**src/design/cwa_pkg.sv**
```systemverilog
// shared constants, types and state codes of the circular wrap average block
package cwa_pkg;

    localparam int SAMPLE_W        = 16;
    localparam int PERIOD_W        = 17;
    // one adjusted sample spans -period .. sample + period, signed
    localparam int ADJ_W           = 19;
    localparam int MAX_SAMPLES_DEF = 1024;
    localparam int QUEUE_DEPTH_DEF = 2;

    localparam logic [PERIOD_W-1:0] PERIOD_RESET = 17'd16384;

    typedef enum logic [1:0] {
        BK_IDLE,
        BK_DIV,
        BK_SIGN,
        BK_NORM
    } t_back_state;

    typedef struct packed {
        logic full;
        logic empty;
    } t_q_flags;

endpackage

```
**src/design/cwa_if.sv**
```systemverilog
// stream interfaces for the sample input and the average output
interface cwa_in_if;
    logic                          valid;
    logic                          ready;
    logic [cwa_pkg::SAMPLE_W-1:0]  sample;
    logic                          last_sample;

    modport source (output valid, sample, last_sample, input ready);
    modport sink   (input valid, sample, last_sample, output ready);
endinterface

interface cwa_out_if;
    logic                          valid;
    logic                          ready;
    logic [cwa_pkg::SAMPLE_W-1:0]  average;
    logic                          overflowed;

    modport source (output valid, average, overflowed, input ready);
    modport sink   (input valid, average, overflowed, output ready);
endinterface

```
**src/design/circular_wrap_average.sv**
```systemverilog
// top level of the circular wrap average block
//
// usage
//   i_smp carries sample beats (sample, last_sample); a beat moves when valid
//   and ready are both high. the first beat of a run sets the reference, each
//   later beat is unwrapped by one period against it and summed. the beat with
//   last_sample set closes the run and produces one beat on o_avg.
//   i_cfg_we / i_cfg_wdata write the wrap period; write only while idle.
// throughput
//   one sample beat per cycle while the run queue is not full; the bit-serial
//   divider works on one queued run at a time and takes the next only when done
// result path
//   a run total goes from the queue through the divide, sign and normalize states to o_avg
// stalls
//   finished run totals wait in a short queue; i_smp.ready drops only when
//   that queue is full. a stalled o_avg beat holds in the output register
//   while the divider already works on the next queued run.
// reset
//   i_rst_n low (synchronous) drops any run in progress, empties the queue
//   and output register and sets the period to 16384
module circular_wrap_average #(
    parameter int MAX_SAMPLES = cwa_pkg::MAX_SAMPLES_DEF,
    parameter int QUEUE_DEPTH = cwa_pkg::QUEUE_DEPTH_DEF
) (
    input  logic                           i_clk,
    input  logic                           i_rst_n,
    input  logic                           i_cfg_we,
    input  logic [cwa_pkg::PERIOD_W-1:0]   i_cfg_wdata,
    cwa_in_if.sink                         i_smp,
    cwa_out_if.source                      o_avg
);

    // count holds MAX_SAMPLES itself; sum grows one bit per doubling of capacity
    localparam int CNT_W = $clog2(MAX_SAMPLES + 1);
    localparam int SUM_W = cwa_pkg::ADJ_W + $clog2(MAX_SAMPLES);
    localparam int ENT_W = SUM_W + CNT_W + 1;

    logic [cwa_pkg::PERIOD_W-1:0] r_period;
    logic                         push, pop;
    logic [ENT_W-1:0]             push_data, head;
    cwa_pkg::t_q_flags            q_flags;

    // wrap period register
    always_ff @(posedge i_clk) begin
        if (!i_rst_n) begin
            r_period <= cwa_pkg::PERIOD_RESET;
        end else if (i_cfg_we) begin
            r_period <= i_cfg_wdata;
        end
    end

    // accumulate one sample per beat up to MAX_SAMPLES, push the run total on the last beat
    cwa_front #(
        .MAX_SAMPLES (MAX_SAMPLES),
        .CNT_W       (CNT_W),
        .SUM_W       (SUM_W),
        .ENT_W       (ENT_W)
    ) u_front (
        .i_clk       (i_clk),
        .i_rst_n     (i_rst_n),
        .i_period    (r_period),
        .i_smp       (i_smp),
        .i_q_flags   (q_flags),
        .o_push      (push),
        .o_push_data (push_data)
    );

    // decouples the accumulator from the divider
    cwa_queue #(
        .W     (ENT_W),
        .DEPTH (QUEUE_DEPTH)
    ) u_queue (
        .i_clk       (i_clk),
        .i_rst_n     (i_rst_n),
        .i_push      (push),
        .i_push_data (push_data),
        .i_pop       (pop),
        .o_head      (head),
        .o_flags     (q_flags)
    );

    // divide, normalize into the period, drive the result beat
    cwa_back #(
        .MAX_SAMPLES (MAX_SAMPLES),
        .CNT_W       (CNT_W),
        .SUM_W       (SUM_W),
        .ENT_W       (ENT_W)
    ) u_back (
        .i_clk     (i_clk),
        .i_rst_n   (i_rst_n),
        .i_period  (r_period),
        .i_head    (head),
        .i_q_flags (q_flags),
        .o_pop     (pop),
        .o_avg     (o_avg)
    );

endmodule

```
**src/design/cwa_front.sv**
```systemverilog
// front end: takes sample beats, unwraps them against the reference and sums the run
module cwa_front #(
    parameter int MAX_SAMPLES = cwa_pkg::MAX_SAMPLES_DEF,
    parameter int CNT_W       = $clog2(MAX_SAMPLES + 1),
    parameter int SUM_W       = cwa_pkg::ADJ_W + $clog2(MAX_SAMPLES),
    parameter int ENT_W       = SUM_W + CNT_W + 1
) (
    input  logic                           i_clk,
    input  logic                           i_rst_n,
    input  logic [cwa_pkg::PERIOD_W-1:0]   i_period,
    cwa_in_if.sink                         i_smp,
    input  cwa_pkg::t_q_flags              i_q_flags,
    output logic                           o_push,
    output logic [ENT_W-1:0]               o_push_data
);

    localparam int ADJ_W = cwa_pkg::ADJ_W;

    logic [cwa_pkg::SAMPLE_W-1:0] r_ref,     n_ref;
    logic signed [SUM_W-1:0]      r_sum,     n_sum;
    logic [CNT_W-1:0]             r_cnt,     n_cnt;
    logic                         r_started, n_started;
    logic                         r_ovf,     n_ovf;

    logic                         accept;
    logic signed [ADJ_W-1:0]      v_s, delta, half_s, per_s, adj;
    logic signed [SUM_W-1:0]      run_sum;
    logic [CNT_W-1:0]             run_cnt;
    logic                         run_ovf;

    assign i_smp.ready = !i_q_flags.full;
    assign accept      = i_smp.valid && i_smp.ready;

    // unwrap against the reference
    always_comb begin
        v_s    = $signed({3'b000, i_smp.sample});
        delta  = v_s - $signed({3'b000, r_ref});
        half_s = $signed({3'b000, i_period[cwa_pkg::PERIOD_W-1:1]});
        per_s  = $signed({2'b00, i_period});
        if (delta > half_s) begin
            adj = v_s - per_s;
        end else if (delta < -half_s) begin
            adj = v_s + per_s;
        end else begin
            adj = v_s;
        end
    end

    // run state after this beat
    always_comb begin
        run_sum = r_sum;
        run_cnt = r_cnt;
        run_ovf = r_ovf;
        if (!r_started) begin
            run_sum = $signed(SUM_W'(i_smp.sample));
            run_cnt = CNT_W'(1);
        end else if (r_cnt < CNT_W'(MAX_SAMPLES)) begin
            run_sum = r_sum + SUM_W'(adj);
            run_cnt = r_cnt + CNT_W'(1);
        end else begin
            run_ovf = 1'b1;
        end
    end

    always_comb begin
        n_ref     = r_ref;
        n_sum     = r_sum;
        n_cnt     = r_cnt;
        n_started = r_started;
        n_ovf     = r_ovf;
        if (accept) begin
            if (i_smp.last_sample) begin
                n_ref     = '0;
                n_sum     = '0;
                n_cnt     = '0;
                n_started = 1'b0;
                n_ovf     = 1'b0;
            end else begin
                if (!r_started) begin
                    n_ref = i_smp.sample;
                end
                n_sum     = run_sum;
                n_cnt     = run_cnt;
                n_started = 1'b1;
                n_ovf     = run_ovf;
            end
        end
    end

    assign o_push      = accept && i_smp.last_sample;
    assign o_push_data = {run_sum, run_cnt, run_ovf};

    always_ff @(posedge i_clk) begin
        if (!i_rst_n) begin
            r_ref     <= '0;
            r_sum     <= '0;
            r_cnt     <= '0;
            r_started <= 1'b0;
            r_ovf     <= 1'b0;
        end else begin
            r_ref     <= n_ref;
            r_sum     <= n_sum;
            r_cnt     <= n_cnt;
            r_started <= n_started;
            r_ovf     <= n_ovf;
        end
    end

endmodule

```
**src/design/cwa_queue.sv**
```systemverilog
// short register queue of finished run totals between front and back
module cwa_queue #(
    parameter int W     = 41,
    parameter int DEPTH = cwa_pkg::QUEUE_DEPTH_DEF
) (
    input  logic               i_clk,
    input  logic               i_rst_n,
    input  logic               i_push,
    input  logic [W-1:0]       i_push_data,
    input  logic               i_pop,
    output logic [W-1:0]       o_head,
    output cwa_pkg::t_q_flags  o_flags
);

    localparam int PTR_W = (DEPTH > 1) ? $clog2(DEPTH) : 1;
    localparam int CNT_W = $clog2(DEPTH + 1);

    logic [W-1:0]     r_mem [DEPTH];
    logic [PTR_W-1:0] r_wr, n_wr, r_rd, n_rd;
    logic [CNT_W-1:0] r_count, n_count;

    assign o_head        = r_mem[r_rd];
    assign o_flags.full  = (r_count == CNT_W'(DEPTH));
    assign o_flags.empty = (r_count == '0);

    always_comb begin
        n_wr    = r_wr;
        n_rd    = r_rd;
        n_count = r_count;
        if (i_push) begin
            n_wr = (r_wr == PTR_W'(DEPTH - 1)) ? '0 : r_wr + PTR_W'(1);
        end
        if (i_pop) begin
            n_rd = (r_rd == PTR_W'(DEPTH - 1)) ? '0 : r_rd + PTR_W'(1);
        end
        if (i_push && !i_pop) begin
            n_count = r_count + CNT_W'(1);
        end else if (i_pop && !i_push) begin
            n_count = r_count - CNT_W'(1);
        end
    end

    always_ff @(posedge i_clk) begin
        if (i_push) begin
            r_mem[r_wr] <= i_push_data;
        end
    end

    always_ff @(posedge i_clk) begin
        if (!i_rst_n) begin
            r_wr    <= '0;
            r_rd    <= '0;
            r_count <= '0;
        end else begin
            r_wr    <= n_wr;
            r_rd    <= n_rd;
            r_count <= n_count;
        end
    end

endmodule

```
**src/design/cwa_back.sv**
```systemverilog
// back end: divides the run total by its count, normalizes and holds the result beat
module cwa_back #(
    parameter int MAX_SAMPLES = cwa_pkg::MAX_SAMPLES_DEF,
    parameter int CNT_W       = $clog2(MAX_SAMPLES + 1),
    parameter int SUM_W       = cwa_pkg::ADJ_W + $clog2(MAX_SAMPLES),
    parameter int ENT_W       = SUM_W + CNT_W + 1
) (
    input  logic                           i_clk,
    input  logic                           i_rst_n,
    input  logic [cwa_pkg::PERIOD_W-1:0]   i_period,
    input  logic [ENT_W-1:0]               i_head,
    input  cwa_pkg::t_q_flags              i_q_flags,
    output logic                           o_pop,
    cwa_out_if.source                      o_avg
);

    localparam int MW = SUM_W + 1;
    localparam int BW = $clog2(SUM_W + 1);

    cwa_pkg::t_back_state r_state, n_state;

    logic                          r_neg, r_ovf;
    logic [SUM_W-1:0]              r_dvd;
    logic [CNT_W-1:0]              r_rem, r_div;
    logic [BW-1:0]                 r_bits;
    logic signed [MW-1:0]          r_mean;
    logic                          r_o_valid;
    logic [cwa_pkg::SAMPLE_W-1:0]  r_o_avg;
    logic                          r_o_ovf;

    logic signed [SUM_W-1:0]       h_sum;
    logic [CNT_W-1:0]              h_cnt;
    logic                          h_ovf;
    logic [CNT_W:0]                rem_sh;
    logic                          q_bit;
    logic signed [MW-1:0]          per_s, mean_s, mean_adj, mean_fin;
    logic                          slot_free, load_out;

    assign h_sum = $signed(i_head[ENT_W-1 -: SUM_W]);
    assign h_cnt = i_head[CNT_W:1];
    assign h_ovf = i_head[0];

    // one quotient bit per cycle, restoring
    assign rem_sh = {r_rem, r_dvd[SUM_W-1]};
    assign q_bit  = (rem_sh >= {1'b0, r_div});

    assign per_s    = $signed(MW'(i_period));
    assign mean_s   = r_neg ? -$signed({1'b0, r_dvd}) : $signed({1'b0, r_dvd});
    assign mean_adj = mean_s[MW-1] ? mean_s + per_s : mean_s;
    assign mean_fin = (r_mean >= per_s) ? r_mean - per_s : r_mean;

    assign slot_free = !r_o_valid || o_avg.ready;

    always_comb begin
        n_state = r_state;
        case (r_state)
            cwa_pkg::BK_IDLE: begin
                if (!i_q_flags.empty) n_state = cwa_pkg::BK_DIV;
            end
            cwa_pkg::BK_DIV: begin
                if (r_bits == BW'(1)) n_state = cwa_pkg::BK_SIGN;
            end
            cwa_pkg::BK_SIGN: begin
                n_state = cwa_pkg::BK_NORM;
            end
            cwa_pkg::BK_NORM: begin
                if (slot_free) n_state = cwa_pkg::BK_IDLE;
            end
            default: begin
                n_state = cwa_pkg::BK_IDLE;
            end
        endcase
    end

    always_comb begin
        o_pop    = 1'b0;
        load_out = 1'b0;
        case (r_state)
            cwa_pkg::BK_IDLE: o_pop    = !i_q_flags.empty;
            cwa_pkg::BK_NORM: load_out = slot_free;
            default: begin
                o_pop    = 1'b0;
                load_out = 1'b0;
            end
        endcase
    end

    always_ff @(posedge i_clk) begin
        if (o_pop) begin
            r_neg  <= h_sum[SUM_W-1];
            r_ovf  <= h_ovf;
            r_dvd  <= h_sum[SUM_W-1] ? SUM_W'(-h_sum) : SUM_W'(h_sum);
            r_rem  <= '0;
            r_div  <= h_cnt;
            r_bits <= BW'(SUM_W);
        end else if (r_state == cwa_pkg::BK_DIV) begin
            r_rem  <= q_bit ? CNT_W'(rem_sh - {1'b0, r_div}) : CNT_W'(rem_sh);
            r_dvd  <= {r_dvd[SUM_W-2:0], q_bit};
            r_bits <= r_bits - BW'(1);
        end
        if (r_state == cwa_pkg::BK_SIGN) begin
            r_mean <= mean_adj;
        end
        if (load_out) begin
            r_o_avg <= mean_fin[cwa_pkg::SAMPLE_W-1:0];
            r_o_ovf <= r_ovf;
        end
    end

    always_ff @(posedge i_clk) begin
        if (!i_rst_n) begin
            r_state   <= cwa_pkg::BK_IDLE;
            r_o_valid <= 1'b0;
        end else begin
            r_state <= n_state;
            if (load_out) begin
                r_o_valid <= 1'b1;
            end else if (o_avg.ready) begin
                r_o_valid <= 1'b0;
            end
        end
    end

    assign o_avg.valid      = r_o_valid;
    assign o_avg.average    = r_o_avg;
    assign o_avg.overflowed = r_o_ovf;

    a_div_after_pop: assert property (@(posedge i_clk) disable iff (!i_rst_n)
        (r_state == cwa_pkg::BK_DIV && $past(r_state) == cwa_pkg::BK_IDLE) |-> $past(o_pop))
        else $error("division started without a queue pop");

    a_rem_below_div: assert property (@(posedge i_clk) disable iff (!i_rst_n)
        (r_state == cwa_pkg::BK_DIV) |-> (r_rem < r_div))
        else $error("partial remainder not below divisor");

    a_div_nonzero: assert property (@(posedge i_clk) disable iff (!i_rst_n)
        (r_state == cwa_pkg::BK_DIV) |-> (r_div != '0))
        else $error("zero sample count reached the divider");

    a_no_pop_busy: assert property (@(posedge i_clk) disable iff (!i_rst_n)
        (r_state != cwa_pkg::BK_IDLE) |-> !o_pop)
        else $error("queue popped while back end busy");

endmodule
```
**src/flat_wrapper.sv**
```systemverilog
// flat-port wrapper written by rule: the top's interface ports become plain ports
module circular_wrap_average_flat 
#(
    parameter int MAX_SAMPLES = cwa_pkg::MAX_SAMPLES_DEF,
    parameter int QUEUE_DEPTH = cwa_pkg::QUEUE_DEPTH_DEF
)
  (i_clk, i_rst_n, i_cfg_we, i_cfg_wdata, i_smp_valid, i_smp_sample, i_smp_last_sample, i_smp_ready, o_avg_valid, o_avg_average, o_avg_overflowed, o_avg_ready);
  cwa_in_if i_smp_i ();
  cwa_out_if o_avg_i ();
  input  logic i_clk;
  input  logic i_rst_n;
  input  logic i_cfg_we;
  input  logic [cwa_pkg::PERIOD_W-1:0] i_cfg_wdata;
  input wire logic [$bits(i_smp_i.valid)-1:0] i_smp_valid;
  input wire logic [$bits(i_smp_i.sample)-1:0] i_smp_sample;
  input wire logic [$bits(i_smp_i.last_sample)-1:0] i_smp_last_sample;
  output wire logic [$bits(i_smp_i.ready)-1:0] i_smp_ready;
  output wire logic [$bits(o_avg_i.valid)-1:0] o_avg_valid;
  output wire logic [$bits(o_avg_i.average)-1:0] o_avg_average;
  output wire logic [$bits(o_avg_i.overflowed)-1:0] o_avg_overflowed;
  input wire logic [$bits(o_avg_i.ready)-1:0] o_avg_ready;
  assign i_smp_i.valid = i_smp_valid;
  assign i_smp_i.sample = i_smp_sample;
  assign i_smp_i.last_sample = i_smp_last_sample;
  assign i_smp_ready = i_smp_i.ready;
  assign o_avg_valid = o_avg_i.valid;
  assign o_avg_average = o_avg_i.average;
  assign o_avg_overflowed = o_avg_i.overflowed;
  assign o_avg_i.ready = o_avg_ready;
  circular_wrap_average #(.MAX_SAMPLES(MAX_SAMPLES), .QUEUE_DEPTH(QUEUE_DEPTH)) u_core (.i_clk(i_clk), .i_rst_n(i_rst_n), .i_cfg_we(i_cfg_we), .i_cfg_wdata(i_cfg_wdata), .i_smp(i_smp_i), .o_avg(o_avg_i));
endmodule
```
**config.mk**
```make
export PLATFORM = sky130hd
export DESIGN_NAME = circular_wrap_average_flat
export DESIGN_NICKNAME = d
export VERILOG_FILES = /design/src/design/cwa_pkg.sv /design/src/design/cwa_if.sv /design/src/design/circular_wrap_average.sv /design/src/design/cwa_front.sv /design/src/design/cwa_queue.sv /design/src/design/cwa_back.sv /design/src/flat_wrapper.sv
export SDC_FILE = /design/constraint.sdc
export NUM_CORES = 1
export LEC_CHECK = 0
export ABC_AREA = 1
export BUFFER_PORTS_ARGS = -buffer_cell sky130_fd_sc_hd__buf_2
export CORE_ASPECT_RATIO = 0.7
export CORE_UTILIZATION = 64
export CTS_CLUSTER_DIAMETER = 200
export DETAILED_ROUTE_END_ITERATION = 12
export MAX_ROUTING_LAYER = met4
export PLACE_DENSITY = 0.81
export SLEW_MARGIN = 20
export SYNTH_ARGS = -nofsm -noshare
export SYNTH_HDL_FRONTEND = slang
export SYNTH_HIERARCHICAL = 1
export SYNTH_SLANG_ARGS = --single-unit
export TNS_END_PERCENT = 100
```
**constraint.sdc**
```tcl
create_clock -name i_clk -period 6.41 [get_ports i_clk]
set_input_delay 0.641 -clock i_clk [delete_from_list [all_inputs] [get_ports i_clk]]
set_output_delay 0.641 -clock i_clk [all_outputs]
set_load 0.01 [all_outputs]
```
* Word-level counts from Yosys, hierarchy flattened
Memory sizes are Yosys's and may differ from the RTL's. A register that Yosys moved wholly into a read port is not among the register bits.
Index checks and enable logic that the tools add are counted.
** Operators by class
- Add/sub/neg operators :: 16
- Multipliers :: 0
- Div/mod/pow operators :: 0
- $lt $le $gt $ge :: 5
- Equal/unequal tests :: 9
- Shift-type cells :: 0
- Mux-type cells :: 37
- Bitwise operators :: 0
- Reductions and logical operators :: 17
** Operator list (count)
- $mux W29 :: 7
- $mux W16 :: 3
- $mux W11 :: 4
- $add A30 B18 Y30 :: 1
- $ge A30 B18 Y1 :: 1
- $mux W30 :: 1
- $neg A29 Y30 :: 1
- $add A29 B19 Y29 :: 1
- $neg A29 Y29 :: 1
- $lt A17 B19 Y1 :: 1
- $mux W19 :: 1
- $neg A16 Y19 :: 1
- $add A16 B17 Y18 :: 1
- $mux W18 :: 1
- $sub A16 B17 Y18 :: 1
- $gt A17 B17 Y1 :: 1
- $sub A16 B16 Y17 :: 1
- $sub A16 B16 Y16 :: 1
- $mux W1 :: 14
- $ge A12 B11 Y1 :: 1
- $add A11 B1 Y11 const B :: 1
- $lt A11 B11 Y1 const B :: 1
- $sub A11 B11 Y11 :: 1
- $mux W2 :: 5
- 16 further kinds :: 32
** Word-level totals
- Bits in registers :: 187
- Latch bits :: 0
- Memory bits (writable) :: 82
- ROM bits :: 0
- Bits of input ports :: 39
- Output and inout port bits :: 19
- Memories kept :: 1
** Memory list
- u_core.u_queue.r_mem :: depth 2, width 41, read ports 1, clocked after Yosys merged registers in 1, wr ports 1, RTL line cwa_queue.sv:18 : logic [W-1:0] r_mem [DEPTH];

* Logic depth before layout (Yosys ltp)
Gate-level depths: netlist (run 1).
- Word-level depth :: 8
- Mapped depth :: 47
- Depth with buffers taken out :: 47

* Hierarchy
Netlist (run 1), hierarchy kept.
** By module, submodules not included
- cwa_back :: instances 1, cells an instance 1157, area an instance 8813.5 um^2, sequential area each 3052.9 um^2
- cwa_front :: instances 1, cells an instance 1316, area an instance 8174.1 um^2, sequential area each 1161.1 um^2
- cwa_queue :: instances 1, cells an instance 163, area an instance 3393.3 um^2, sequential area each 2562.5 um^2
- circular_wrap_average :: instances 1, cells an instance 107, area an instance 724.4 um^2, sequential area each 340.3 um^2

* Least setup slack after synthesis (run 1)
No wires, ideal clock.
- Path kind :: input -> register
- Start point :: input port i_smp_sample[2]
- End point :: memory u_core.u_queue.r_mem[0][35] (data pin)
- Setup time :: 0.252 ns
- Arrival :: 5.630 ns
- Data required time :: 6.158 ns
- Setup slack :: 0.528 ns
- Stages on the path :: 42
- Cells stage by stage :: ha_1 > nand2_1 > o21ai_1 > nand2_1 > nand2_1 > a21oi_1 > o21ai_1 > nand2_1 > nand2_1 > a21oi_1 > o21ai_1 > nand3_1 > nand2_1 > nand2_1 > a21oi_1 > xnor2_1 > inv_1 > ha_1 > [... 6 more ...] > buf_2 > nor2_1 > a21oi_1 > ha_1 > nand3_1 > nand3_1 > a21oi_2 > o21ai_2 > a21oi_2 > o21ai_1 > a21oi_1 > o21ai_1 > a21oi_1 > inv_1 > nand2_1 > nand3_1 > nand2_1 > inv_1
** Between the ends
- Longest elaborated chain between the ends :: 7
- Elaborated cells between the ends (all ways) :: 10
- Those cells by class :: 4 x add/sub; 2 x order compare; 4 x mux
** RTL lines
- from (decl) :: RTL line flat_wrapper.sv:15 : input wire logic [$bits(i_smp_i.sample)-1:0] i_smp_sample;
- $sub A16 B16 Y17 :: RTL line cwa_front.sv:37 : delta = v_s - $signed({3'b000, r_ref});
- $lt A17 B19 Y1 :: RTL line cwa_front.sv:42 : end else if (delta < -half_s) begin
- $mux W18 :: RTL line cwa_front.sv:42
- $mux W19 (*) :: RTL line cwa_front.sv:40 : if (delta > half_s) begin
- $add A29 B19 Y29 (*) :: RTL line cwa_front.sv:58 : run_sum = r_sum + SUM_W'(adj);
- $mux W29 (*) :: RTL line cwa_front.sv:57 : end else if (r_cnt < CNT_W'(MAX_SAMPLES)) begin
- $mux W29 (*) :: RTL line cwa_front.sv:54 : if (!r_started) begin
- net u_core.push_data[35] :: RTL line circular_wrap_average.sv:40 : logic [ENT_W-1:0] push_data, head;
- to (decl) :: RTL line cwa_queue.sv:18
Mark *: on every way through the listed nets, which the timed path passes. The rest lies on a longest branch.

* Final worst setup path (run 1)
- Start point :: register u_core/u_front/r_ref[2] (netlist name)
- End point :: register u_core.u_front.r_sum[27]
** Between the ends
- Longest elaborated chain between the ends :: 8
- Elaborated cells between the ends (all ways) :: 9
- Those cells by class :: 2 x add/sub; 2 x order compare; 5 x mux
** RTL lines
- from (decl) :: RTL line cwa_front.sv:19 : logic [cwa_pkg::SAMPLE_W-1:0] r_ref, n_ref;
- from (signal assigned) :: RTL line cwa_front.sv:101 : r_ref <= n_ref;
- $sub A16 B16 Y17 (*) :: RTL line cwa_front.sv:37
- $lt A17 B19 Y1 :: RTL line cwa_front.sv:42
- $mux W18 :: RTL line cwa_front.sv:42
- $mux W19 (*) :: RTL line cwa_front.sv:40
- $add A29 B19 Y29 (*) :: RTL line cwa_front.sv:58
- $mux W29 (*) :: RTL line cwa_front.sv:57
- $mux W29 (*) :: RTL line cwa_front.sv:54
- net u_core.push_data[39] :: RTL line circular_wrap_average.sv:40
- $mux W29 (*) :: RTL line cwa_front.sv:72 : if (i_smp.last_sample) begin
- to (signal assigned) :: RTL line cwa_front.sv:102 : r_sum <= n_sum;
- to (decl) :: RTL line cwa_front.sv:20 : logic signed [SUM_W-1:0] r_sum, n_sum;
Marked as above.
A chain may end at the register's enable or synchronous reset.

==> results of run 1 <==
## kinds of logic after synthesis
kind of cell / count (synthesis) / share of synthesized area
AO/OA/AOI/OAI: 521 / 0.143
XOR/XNOR: 134 / 0.0556
adder cells (fa/ha/maj): 174 / 0.106
buffers and inverters: 422 / 0.0844
flip-flops: 270 / 0.337
multiplexers: 41 / 0.0290
AND/OR/NAND/NOR: 1181 / 0.245
## cells in the final DEF (no fill, tap or decap), drive strengths merged, types with 21 or more instances in the layout
| master | netlist | routed |
|---|---|---|
| xnor2 | 33 | 33 |
| o211ai | 21 | 21 |
| nor3 | 33 | 33 |
| clkbuf | 45 | 31 |
| a21oi | 222 | 222 |
| nand4 | 30 | 30 |
| nand2 | 672 | 672 |
| dfxtp | 99 | 99 |
| inv | 341 | 345 |
| nand3 | 143 | 143 |
| xor2 | 101 | 101 |
| edfxtp | 171 | 171 |
| nor2 | 271 | 271 |
| mux2 | 41 | 41 |
| buf | 32 | 142 |
| ha | 167 | 167 |
| o21ai | 199 | 199 |
## stage by stage
stage	TNS (ns)	hold slack (ns)	setup WS [ns]	area, um^2	util
after CTS	0	0.242	0.213	23200	0.714
after global routing	-1.19	0.270	-0.131	23300	0.718
after floorplan	0	0.400	0.528	21100	-
final	0	0.261	0.306	23300	0.718
after global placement	0	0.404	0.108	22000	0.680
after detailed placement	-1.28	0.424	-0.161	22000	0.680
## path summary, 6_finish.rpt
| check | from | endpoint | slack [ns] |
|---|---|---|---|
| hold reg to reg | u_core/u_back/r_ovf | u_core/u_back/o_avg.overflowed | 0.44 |
| setup / recovery | u_core/u_front/r_ref[2] | u_core/u_front/r_sum[27] | 0.31 |
| hold / removal | i_cfg_wdata[14] | u_core/r_period[14] | 0.26 |
| setup reg to reg | u_core/u_front/r_ref[2] | u_core/u_front/r_sum[27] | 0.31 |
## layer usage
metal | vias up | share of wire | wire length, um | GRT usage
met5 | - | 0 | 0 | -
met4 | 0 | 0.018 | 1030 | 0.0622
met3 | 112 | 0.081 | 4730 | 0.0459
met2 | 774 | 0.45 | 26000 | 0.541
met1 | 8865 | 0.45 | 26300 | 0.493
li1 | 9330 | - | - | -
## layout make-up
type	instances	area, um^2
Clock buffer	31	753
Clock inverter	23	350
Fill cell	2587	9130
Inverter	345	1300
Multi-Input combinational cell	2051	12300
Sequential cell	270	7120
Tap cell	427	534
Timing Repair Buffer	142	923
## critical path, delay by kind of cell (launching register included)
| kind | cells | cell delay, ns |
|---|---|---|
| XOR/XNOR | 1 | 0.19 |
| flip-flops | 1 | 0.33 |
| buffers and inverters | 7 | 0.76 |
| AO/OA/AOI/OAI | 19 | 2.65 |
| adder cells (fa/ha/maj) | 3 | 0.92 |
| AND/OR/NAND/NOR | 15 | 1.17 |
## report_power, final
group,internal (mW),switching (mW)
logic,1.80,3.29
clock network,1.15,0.792
registers,2.43,0.307
## synth_stat cells (all sizes together) (33+ instances only)
library cell	count
nand2	672
ha	167
a21oi	222
nand3	143
mux2	41
clkbuf	45
o21ai	199
nor3	33
dfxtp	99
xnor2	33
inv	341
nor2	271
xor2	101
edfxtp	171
## state kept, by name, indices dropped and copies added (netlist names), 16 cells and up, named ones only
signal and flops:
u_core/u_queue/r_mem 82, u_core/u_back/r_mean 30, u_core/u_back/r_dvd 29, u_core/u_front/r_sum 29, u_core/r_period 17, u_core/u_back/o_avg.average 16, u_core/u_front/r_ref 16
## timing repair
item / CTS / global route
setup buffers: 0 / 7
gates resized for setup: 0 / 22
setup endpoints to repair: 0 / 57
==> out/results.ini, run 1 <==
[cts]
cts_buffers = 29
clk-insertion-delay-late_ns = 0.60
cts_buffer_depth = 3
cts_tree = done
cts_max_level = 1
root_buffer = clkbuf_16
clkTransAtPathRegs_ns = 0.07
clock-sinks = 270
postCtsHoldBufs = 0

[power_and_ir_drop]
power_mw = 9.77
leakagePower_nw = 10.6
p_per_area_nw_per_um2 = 420
ir_drop_uv = 371

[setup_path]
reg2regPathDepth = 45
cp_common_cell = nand2_1
crit_required_ns = 6.93
start_kind = register
endpoint_kind = register
crit_arrival_ns = 6.62
slowest_stage = ha_1
critPathMaxStageDelay_ns = 0.34
crit_type = reg -> reg
cp_max_fo = 13

[synth]
yosys_warnings = 6
yosysTopAreaCellShare = 0.243
synth_edf_count = 171
syn_nets = 2956
ys.flop_type = edfxtp_1
yosys.area.top_type = edfxtp_1
yosysSeqAreaShare = 0.337
synth.distinct_cells = 67
syn-cell-area_um2 = 21100
synth.area.top_cells = edfxtp_1 24%, nand2_1 11%, ha_1 9.9%
synth_async_sr_flop_share = 0
ys_ff_latch = 270
synth_cells = 2743
avgSynthCellArea_um2 = 7.69

[drt]
postRouteAntennaNets = 0
drcViolationCount = 0
drtPass1Iterations = 6
num_vias = 19081
route.detailed.wl_per_inst_um = 17.7
routed_wl_um = 58100
drt_iter0_drc = 2000
via_per_inst = 5.80

[floorplan]
dieWidth_um = 219
core_um2 = 32400
fp-row-count = 55
ioPinCount = 58
die-height_um = 154
start_util = 0.651
die_area_um2 = 33700

[outcome]
status = finished clean

[global_route]
grt_first_pass_wirelength_um = 91200
grt_pass1_vias = 17749
grt-ovfl-total = 0
grt_max_degree = 57
antenna_found_initial = 0
grtUsageTotal = 0.349

[sta]
fin_crit_sh = 0.952
fin_skew_ns = 0.0217
drv_slew = 0
tightest_slew_ns = 1.04
finalCriticalPeriod_ns = 6.10
relSlewSlack = 0.302
setup_viol = 0
fmaxAchievable_mhz = 164
finalHoldViolCount = 0

[cells_and_area]
antenna_cells = 0
syn2layout_area_growth_pct = 10.3
drive_gt1_frac = 0.137
fin_cells = 3289
nets = 3052

[worst_hold_path]
hp-class = in -> reg
holdPathStages = 3

[place]
place.gp.congestion = 0.946
dpl.cell_count = 3228
port_buffers = 57
place_hpwl_um = 43000

[job]
cap_violations = 0

Power figures use the tool's default switching activity.
==> run 2, diff against run 1 <==
Settings changed: CORE_UTILIZATION 64 to 69, PLACE_DENSITY 0.81 to 0.87.
Clock period 6.41 ns to 7.4 ns, I/O delays scaled along.
==> out/results.ini, run 2 (synthesized netlist as in run 1, its figures left out) <==
[global_route]
grtUsageTotal = 0.377
grt-ovfl-total = 0
grt_first_pass_wirelength_um = 91400
grt_max_degree = 57
grt_pass1_vias = 17986
antenna_found_initial = 0

[drt]
postRouteAntennaNets = 0
drcViolationCount = 0
routed_wl_um = 57500
num_vias = 19259
via_per_inst = 6.01
drt_iter0_drc = 2299
route.detailed.wl_per_inst_um = 18.0
drtPass1Iterations = 8

[sta]
finalCriticalPeriod_ns = 6.66
fmaxAchievable_mhz = 150
fin_skew_ns = 0.0206
grt_setup_unrepaired = no
relSlewSlack = 0.319
fin_crit_sh = 0.900
setup-tns-final_ns = 0
setup_viol = 0
tightest_slew_ns = 1.01
drv_slew = 0
finalHoldViolCount = 0

[setup_path]
crit_type = reg -> reg
critPathMaxStageDelay_ns = 0.36
crit_required_ns = 7.73
cp_common_cell = nand2_1
slowest_stage = ha_1
start_kind = register
crit_arrival_ns = 6.99
endpoint_kind = register
cp_max_fo = 26

[cells_and_area]
final_cell_mix = 637 x nand2_1, 329 x inv_1, 242 x nor2_1
drive_gt1_frac = 0.110
syn2layout_area_growth_pct = 6.74
antenna_cells = 0
fin_util = 0.750
nets = 2981
fillers = 2254
reg_top3 = u_core/u_queue/r_mem x82, u_core/u_back/r_mean x30
largest_register_ffs = 82
final_cell_area_um2 = 22500
seq_area_um2 = 7120
multi_input_area_um2 = 12200
largest_register = u_core/u_queue/r_mem
final_common_cell = nand2_1
fin_cells = 3202

[floorplan]
start_util = 0.703
dieWidth_um = 211
die_area_um2 = 31300
core_um2 = 30000
fp-row-count = 53
ioPinCount = 58
die-height_um = 148

[power_and_ir_drop]
p_switching_mw = 3.72
switching_share = 0.459
p_per_area_nw_per_um2 = 360
pwr-share-comb = 0.525
power_frac_seq = 0.292
power_mw = 8.12
p_int_mw = 4.39
p_clk_frac = 0.183
leakagePower_nw = 10.2
ir_drop_uv = 275

[cts]
postCtsHoldBufs = 0
cts_resized = 0
cts_max_level = 1
clkTransAtPathRegs_ns = 0.07
root_buffer = clkbuf_16
cts_buffer_depth = 3
clk-insertion-delay-late_ns = 0.58
post_cts_buffers = 0
cts_buffers = 28
cts_tree = done
clock-sinks = 270

[place]
dpl.cell_count = 3150
port_buffers = 57
dpl-instance-area_um2 = 21600
place.gp.congestion = 0.994
place_hpwl_um = 42300

[outcome]
status = finished clean

[worst_hold_path]
hp-class = reg -> reg

[job]
cap_violations = 0

## run 2: final timing paths
kind | from | endpoint | slack (ns) | cells past startpoint
hold / removal | u_core/u_back/r_ovf | u_core/u_back/o_avg.overflowed | 0.42 | 0
setup reg to reg | u_core/u_front/r_ref[2] | u_core/u_queue/r_mem[0][35] | 0.74 | 42
hold reg to reg | u_core/u_back/r_ovf | u_core/u_back/o_avg.overflowed | 0.42 | 0
setup / recovery | u_core/u_front/r_ref[2] | u_core/u_queue/r_mem[0][35] | 0.74 | 42
## run 2: routing by layer
layer | track usage | share of wire | vias up | wire (um)
met2 | 0.574 | 0.44 | 1007 | 25500
met4 | 0.123 | 0.029 | 0 | 1690
met3 | 0.0551 | 0.097 | 126 | 5550
li1 | - | - | 9186 | -
met1 | 0.517 | 0.43 | 8940 | 24800
met5 | - | 0 | - | 0
## run 2: stage by stage
stage / worst slack [ns] / hold slack, ns
after global placement: 0.648 / 0.409
after floorplan: 1.42 / 0.400
final: 0.738 / 0.419
after global routing: 0.236 / 0.428
after CTS: 0.847 / 0.397
after detailed placement: 0.368 / 0.405
## run 2: critical path: cells and delay by family (launching register included)
kind	cells	cell delay [ns]
AOI/OAI and AO/OA	15	2.74
buffers and inverters	5	0.30
and+or+nand+nor	18	2.02
adders and majority gates	3	0.93
xor gates and xnor gates	1	0.13
DFF	1	0.33
## run 2: layout make-up
type | count | area share
clock buffer | 31 | 0.0329
clock inverter | 21 | 0.00961
inverter | 345 | 0.0576
multi-input combinational | 2051 | 0.543
sequential | 270 | 0.316
tap | 412 | 0.0229
timing repair buffer | 72 | 0.0177
## run 2: power groups by stage
stage | logic, mW | clock network [mW] | registers (mW)
2_1_floorplan | 3.28 | 0 | 2.30
3_3_place_gp | 3.97 | 0 | 2.38
3_5_place_dp | 4.11 | 0 | 2.39
4_1_cts | 4.17 | 1.50 | 2.36
5_1_grt | 4.70 | 1.55 | 2.40
6_report | 4.26 | 1.49 | 2.37
